**config.mk**
```make
export PLATFORM = sky130hd
export DESIGN_NAME = lzwd_parser
export DESIGN_NICKNAME = d
export VERILOG_FILES = /design/src/design/lzss_window_decompressor_core_macros.svh /design/src/design/lzwd_pkg.sv /design/src/design/lzwd_parser.sv
export SDC_FILE = /design/constraint.sdc
export NUM_CORES = 1
export LEC_CHECK = 0
export ABC_AREA = 1
export BUFFER_PORTS_ARGS = -buffer_cell sky130_fd_sc_hd__buf_2
export CORE_MARGIN = 1
export CORE_UTILIZATION = 40
export CTS_BUF_LIST = sky130_fd_sc_hd__clkbuf_8
export CTS_CLUSTER_SIZE = 28
export DETAILED_ROUTE_END_ITERATION = 16
export GPL_ROUTABILITY_DRIVEN = 1
export HOLD_SLACK_MARGIN = 0.06
export PLACE_DENSITY_LB_ADDON = 0.25
export SYNTH_ARGS = -nofsm -noshare
export SYNTH_HDL_FRONTEND = slang
export SYNTH_SLANG_ARGS = --single-unit
```
**constraint.sdc**
```tcl
create_clock -name clk -period 2.83 [get_ports clk]
set_input_delay 0.283 -clock clk [delete_from_list [all_inputs] [get_ports clk]]
set_output_delay 0.283 -clock clk [all_outputs]
set_load 0.1 [all_outputs]
```
**src/design/lzss_window_decompressor_core_macros.svh**
```systemverilog
// ----------------------------------------------------------------------------
// LZSS window decompressor assertion macros
// Shared concurrent check forms, clocked on clk, disabled while in reset.
// ----------------------------------------------------------------------------
`ifndef LZSS_WINDOW_DECOMPRESSOR_CORE_MACROS_SVH
`define LZSS_WINDOW_DECOMPRESSOR_CORE_MACROS_SVH

// Same-cycle implication check
`define LZWD_CHECK(lbl, pre, post, msg) \
	lbl: assert property (@(posedge clk) disable iff (!arst_n) (pre) |-> (post)) \
		else $error(msg);

// Next-cycle implication check
`define LZWD_CHECK_NEXT(lbl, pre, post, msg) \
	lbl: assert property (@(posedge clk) disable iff (!arst_n) (pre) |=> (post)) \
		else $error(msg);

`endif

```
**src/design/lzwd_pkg.sv**
```systemverilog
// ----------------------------------------------------------------------------
// lzwd_pkg
// Types and constants shared by the LZSS window decompressor modules.
// ----------------------------------------------------------------------------
`default_nettype none

package lzwd_pkg;

	// Window geometry
	localparam int WINDOW_SIZE_DEF = 4096;
	localparam int MAX_LEN         = 18;   // start pointer sits this far below the top
	localparam int MATCH_MIN       = 3;

	// Field widths
	localparam int BYTE_W = 8;
	localparam int OFF_W  = 12;
	localparam int LEN_W  = 5;
	localparam int SIZE_W = 32;

	localparam logic [BYTE_W-1:0] SPACE = 8'h20;

	// Input item
	typedef struct packed {
		logic [BYTE_W-1:0] in_byte;
		logic              chunk_start;
	} in_item_t;

	// Result item
	typedef struct packed {
		logic [BYTE_W-1:0] out_byte;
		logic              last_byte;
		logic [SIZE_W-1:0] total_size;
	} out_item_t;

	// Parser to copy engine command
	typedef struct packed {
		logic              restart;    // new chunk: reset window pointer and fill
		logic              load_size;  // header complete
		logic              lit;        // emit a literal
		logic              match;      // start a window copy
		logic [BYTE_W-1:0] data;
		logic [OFF_W-1:0]  off;
		logic [LEN_W-1:0]  len;
		logic [SIZE_W-1:0] size;
	} cmd_t;

endpackage

`default_nettype wire

```
**src/design/lzwd_parser.sv**
```systemverilog
// ----------------------------------------------------------------------------
// lzwd_parser
// Chunk header and flag byte parser; issues literal and match commands.
// ----------------------------------------------------------------------------
`default_nettype none

module lzwd_parser (
	input  wire logic               clk,
	input  wire logic               arst_n,
	input  wire logic               accept,
	input  wire lzwd_pkg::in_item_t item,
	input  wire logic               done,
	output lzwd_pkg::cmd_t          cmd,
	output logic [lzwd_pkg::SIZE_W-1:0] size
);

	localparam logic [2:0] PH_HEADER   = 3'd0;
	localparam logic [2:0] PH_FLAG     = 3'd1;
	localparam logic [2:0] PH_LITERAL  = 3'd3;
	localparam logic [2:0] PH_MATCH_LO = 3'd4;
	localparam logic [2:0] PH_MATCH_HI = 3'd5;

	logic [2:0]                  phase_q, phase_d, phase_base;
	logic [1:0]                  cnt_q, cnt_d, cnt_base;
	logic [lzwd_pkg::SIZE_W-1:0] cs_q, cs_d, cs_base;
	logic [8:0]                  fs_q, fs_d;
	logic [7:0]                  offlo_q, offlo_d;
	logic [7:0]                  b;

	// Phase for the next item from the remaining flag bits
	function automatic logic [2:0] choose(input logic [8:0] fs);
		if (fs <= 9'd1) begin
			return PH_FLAG;
		end else if (fs[0]) begin
			return PH_LITERAL;
		end else begin
			return PH_MATCH_LO;
		end
	endfunction

	assign b          = item.in_byte;
	assign phase_base = item.chunk_start ? PH_HEADER : phase_q;
	assign cnt_base   = item.chunk_start ? 2'd0 : cnt_q;
	assign cs_base    = item.chunk_start ? '0 : cs_q;
	assign size       = cs_q;

	// Next state and command decode
	always_comb begin
		phase_d = phase_base;
		cnt_d   = cnt_base;
		cs_d    = cs_base;
		fs_d    = fs_q;
		offlo_d = offlo_q;
		cmd     = '0;
		cmd.restart = item.chunk_start;
		cmd.data    = b;
		cmd.off     = {b[7:4], offlo_q};
		cmd.len     = lzwd_pkg::LEN_W'(b[3:0]) + lzwd_pkg::LEN_W'(lzwd_pkg::MATCH_MIN);
		if (phase_base == PH_HEADER) begin
			// little-endian size bytes
			case (cnt_base)
				2'd0:    cs_d[7:0]   = cs_base[7:0]   | b;
				2'd1:    cs_d[15:8]  = cs_base[15:8]  | b;
				2'd2:    cs_d[23:16] = cs_base[23:16] | b;
				default: cs_d[31:24] = cs_base[31:24] | b;
			endcase
			cnt_d = cnt_base + 2'd1;
			if (cnt_base == 2'd3) begin
				cmd.load_size = 1'b1;
				fs_d          = '0;
				phase_d       = PH_FLAG;
			end
		end else if (!done) begin
			unique case (phase_base)
				PH_FLAG: begin
					fs_d    = {1'b1, b};
					phase_d = choose({1'b1, b});
				end
				PH_LITERAL: begin
					cmd.lit = 1'b1;
					fs_d    = fs_q >> 1;
					phase_d = choose(fs_q >> 1);
				end
				PH_MATCH_LO: begin
					offlo_d = b;
					phase_d = PH_MATCH_HI;
				end
				PH_MATCH_HI: begin
					cmd.match = 1'b1;
					fs_d      = fs_q >> 1;
					phase_d   = choose(fs_q >> 1);
				end
				default: begin
					phase_d = PH_FLAG;
				end
			endcase
		end
		cmd.size = cs_d;
		if (!accept) begin
			cmd = '0;
		end
	end

	// State registers
	always_ff @(posedge clk or negedge arst_n) begin
		if (!arst_n) begin
			phase_q <= PH_HEADER;
			cnt_q   <= '0;
			cs_q    <= '0;
			fs_q    <= '0;
			offlo_q <= '0;
		end else if (accept) begin
			phase_q <= phase_d;
			cnt_q   <= cnt_d;
			cs_q    <= cs_d;
			fs_q    <= fs_d;
			offlo_q <= offlo_d;
		end
	end

endmodule

`default_nettype wire

```
==> metrics.md <==
| Metric | Value |
|---|---|
| P per Cell Area | `816.0 mW/mm²` |
| RD Place Congestion | `0.8146` |
| Dpl cells | `580` |
| Number of flops mapped to enable cells by yosys | `0` |
| Register area | `0.001326 mm²` |
| Routed WL | `between 8000 and 9000 µm` |
| Via/cell ratio | `between 4 and 5` |
| Post-CTS Setup Bufs | `0` |
| Clock power share | `0.127` |
| Fin Hold WS | `0.06554 ns` |
| RSZ-0062 raised after global routing | `false` |
| Area of the multi-input gates | `0.001314 mm²` |
| Die Ht | `88.08 µm` |
| H-tree levels | `2` |
| Comb pwr share | `0.586` |
| Die Wd | `~88 µm` |
| GRT met3 Usage | `0.03110` |
| Drt initial violations | `about 160` |
| Antenna cells | `0` |
| Switch share | `0.5637` |
| Yosys warns | `0` |
| DRT Pass-1 Iters | `7` |
| Register bit total from synthesis | `53` |
| Gr ovfl total | `0` |
| Post-synth net total | `slightly above 400` |
| Core outline area | `0.007214 mm²` |
| Count leader, synth | `nand2_1` |
| Main flop type after synthesis | `dfrtp_1` |
| Max-cap violation count | `0` |
| Pre-CTS setup slack | `between 0.5 and 0.6 ns` |
| Setup CP Type | `reg -> out` |
| Placed inst area | `roughly 0.0041 mm²` |
| Max Fclk | `a little under 0.4 GHz` |
| Worst Setup End Kind | `output port` |
| Final cell count without fillers | `588` |
| Nets | `507` |
| Worst-Skew Late Latency | `a little over 0.3 ns` |
| Root buf cell | `clkbuf_8` |
| Outcome | `completed` |
| Initial antenna violation count | `0` |
| Hold_buf cts | `0` |
| DIE AREA | `0.007758 mm²` |
| Slew Viols, Final | `0` |
| Post-synthesis cell type count | `29` |
| Met2 Usage GRT | `0.3411` |
| Fin util | `0.5813` |
| Avg WL per Cell | `roughly 14 µm` |
| Worst-Margin Slew | `roughly 0.68 ns` |
| Mapped Avg Cell Area | `between 7 and 8 µm²` |
| Pint | `~1.5 mW` |
| Design area | `about 0.0042 mm²` |
| Final Critical Period | `approximately 2.5 ns` |
| Final Hold Vio Count | `0` |
| Num CTS Buffers | `5` |
| Largest cells by area after synthesis | `dfrtp_1, o21ai_0, nand2_1` |
| IO Pins | `about 110` |
| Cell taking the most area after synthesis | `dfrtp_1` |
| Startpoint types | `flop` |
| Peak VDD IR | `about 0.47 mV` |
| Psw | `~1.9 mW` |
| Area growth from synthesis to layout | `41.49%` |
| Static leakage | `about 2.2 nW` |
| Num rows | `31` |
| Layout cells sized above 1 | `0.3374` |
| WP data required | `2.55 ns` |
| Yosys top cell area share | `0.4474` |
| # fillers | `around 690` |
| CTS tree | `built` |
| CTS clk-pin slew, worst paths | `0.10 ns` |
| Mapped Cells | `a little under 400` |
| Largest net degree at the start of global routing | `54` |
| Clk buf depth | `2` |
| Final WS setup | `just under 0.3 ns` |
| Post-synth top cells | `nand2_1, inv_1, o21ai_0, dfrtp_1` |
| Slew headroom | `0.5497` |
| Vias in the first global route | `2563` |
| Final worst-path cycle share | `0.8965` |
| CTS sink cnt | `between 50 and 60` |
| DRT antenna net count | `0` |
| Arr. time, crit path | `2.25 ns` |
| Setup TNS Final | `0 ns` |
| GRT Overall Usage | `0.2157` |
| Post-route DRC | `0` |
| Post-synth ARST share | `1.000` |
| Clk_skew | `roughly 0.008 ns` |
| PortBufs | `105` |
| Post-cts sizing count | `0` |
| Netlist Area Pre-Place | `slightly below 0.003 mm²` |
| Vias after detailed routing | `2832` |
| Met1 usage | `0.3002` |
| Post-DP HPWL | `approximately 6100 µm` |
| Worst Hold Class | `in -> async` |
| Starting Density | `0.4109` |
| Critical path fanouts, max | `8` |
| Layer with the highest usage | `met2` |
| Sequential area share after synthesis | `0.4474` |
| First-pass GRT wire length | `roughly 13000 µm` |
| Part of the power in registers | `0.286` |
| Endpoints failing setup | `0` |
| Tot Pwr | `3.422 mW` |
-- cell families (layout without fill, tap and decap cells) --
family | Yosys count | count (layout) | synth area share
fa+ha+maj | 6 | 6 | 0.02533
compound gates | 103 | 103 | 0.1904
mux | 1 | 1 | 0.003799
simple gates | 127 | 127 | 0.1980
buf+inv | 98 | 199 | 0.1351
flops | 53 | 53 | 0.4474
-- worst paths after layout --
kind,start,end,slack (ns),cells after the start
worst max-delay path,cnt_q[0]$_DFFE_PN0P_,cmd[10],0.29,8
worst min-delay path,arst_n,size[12]$_DFFE_PN0P_,0.07,2
worst max register to register,cnt_q[0]$_DFFE_PN0P_,size[14]$_DFFE_PN0P_,1.04,7
worst min register to register,offlo_q[0]$_DFFE_PN0P_,offlo_q[0]$_DFFE_PN0P_,0.49,2
max in group asynchronous,arst_n,phase_q[2]$_DFFE_PN0P_,2.30,2
min in group clk,item[7],offlo_q[6]$_DFFE_PN0P_,0.24,3
-- metal layers --
metal  share of wire  wire length, µm
met5               0                0
met1            0.44             3529
met3           0.048              387
met2            0.49             4001
met4           0.024              193
-- final cells by class --
cell class              count  area share
flip-flops and latches     53      0.3162
multi-input cells         237      0.3132
repair buffers            109      0.2470
inverters                  82     0.07339
well taps                  99     0.02953
clock buffers               5     0.01641
clock inverters             3    0.004177
-- cell usage in the layout (no fill, tap or decap) --
cell type / n
nand2_1: 87
inv_1: 80
buf_2: 73
dfrtp_1: 53
o21ai_0: 36
buf_12: 32
o21ai_2: 26
o21ai_1: 21
nor2_1: 15
a21oi_1: 15
nand2_2: 6
ha_1: 6
clkbuf_8: 5
nand3_1: 4
buf_4: 4
inv_2: 3
nand3_2: 3
nand4_1: 3
nor2_8: 2
nor3_2: 2
nand2_4: 2
nor2_2: 1
nand4_2: 1
a31oi_2: 1
or2_1: 1
mux2_2: 1
a21oi_2: 1
a21boi_0: 1
a31oi_1: 1
a211oi_1: 1
inv_6: 1
clkinv_2: 1
-- state kept, by name, indices dropped and copies added, names as in the netlist --
name	count
offlo_q	8
cnt_q	2
fs_q	8
size	32
phase_q	3
-- power groups by stage --
stage / Sequential (mW) / Combinational [mW] / Clock, mW
final: 0.980 / 2.01 / 0.436
after global routing: 0.999 / 2.11 / 0.477
after floorplan: 1.62 / 0.906 / 0
after global placement: 0.991 / 1.99 / 0
after CTS: 0.980 / 2.01 / 0.445
after detailed placement: 0.993 / 2.01 / 0
-- worst max-delay path, cell delays in order (launching register included) --
cell and delay, ns:
dfrtp_1 0.36, inv_1 0.04, nor2_1 0.25, ha_1 0.20, inv_1 0.04, nor2_1 0.51, nand2_1 0.14, o21ai_1 0.19
buf_12 0.21
Note: power is estimated with default switching activity, not from simulation.
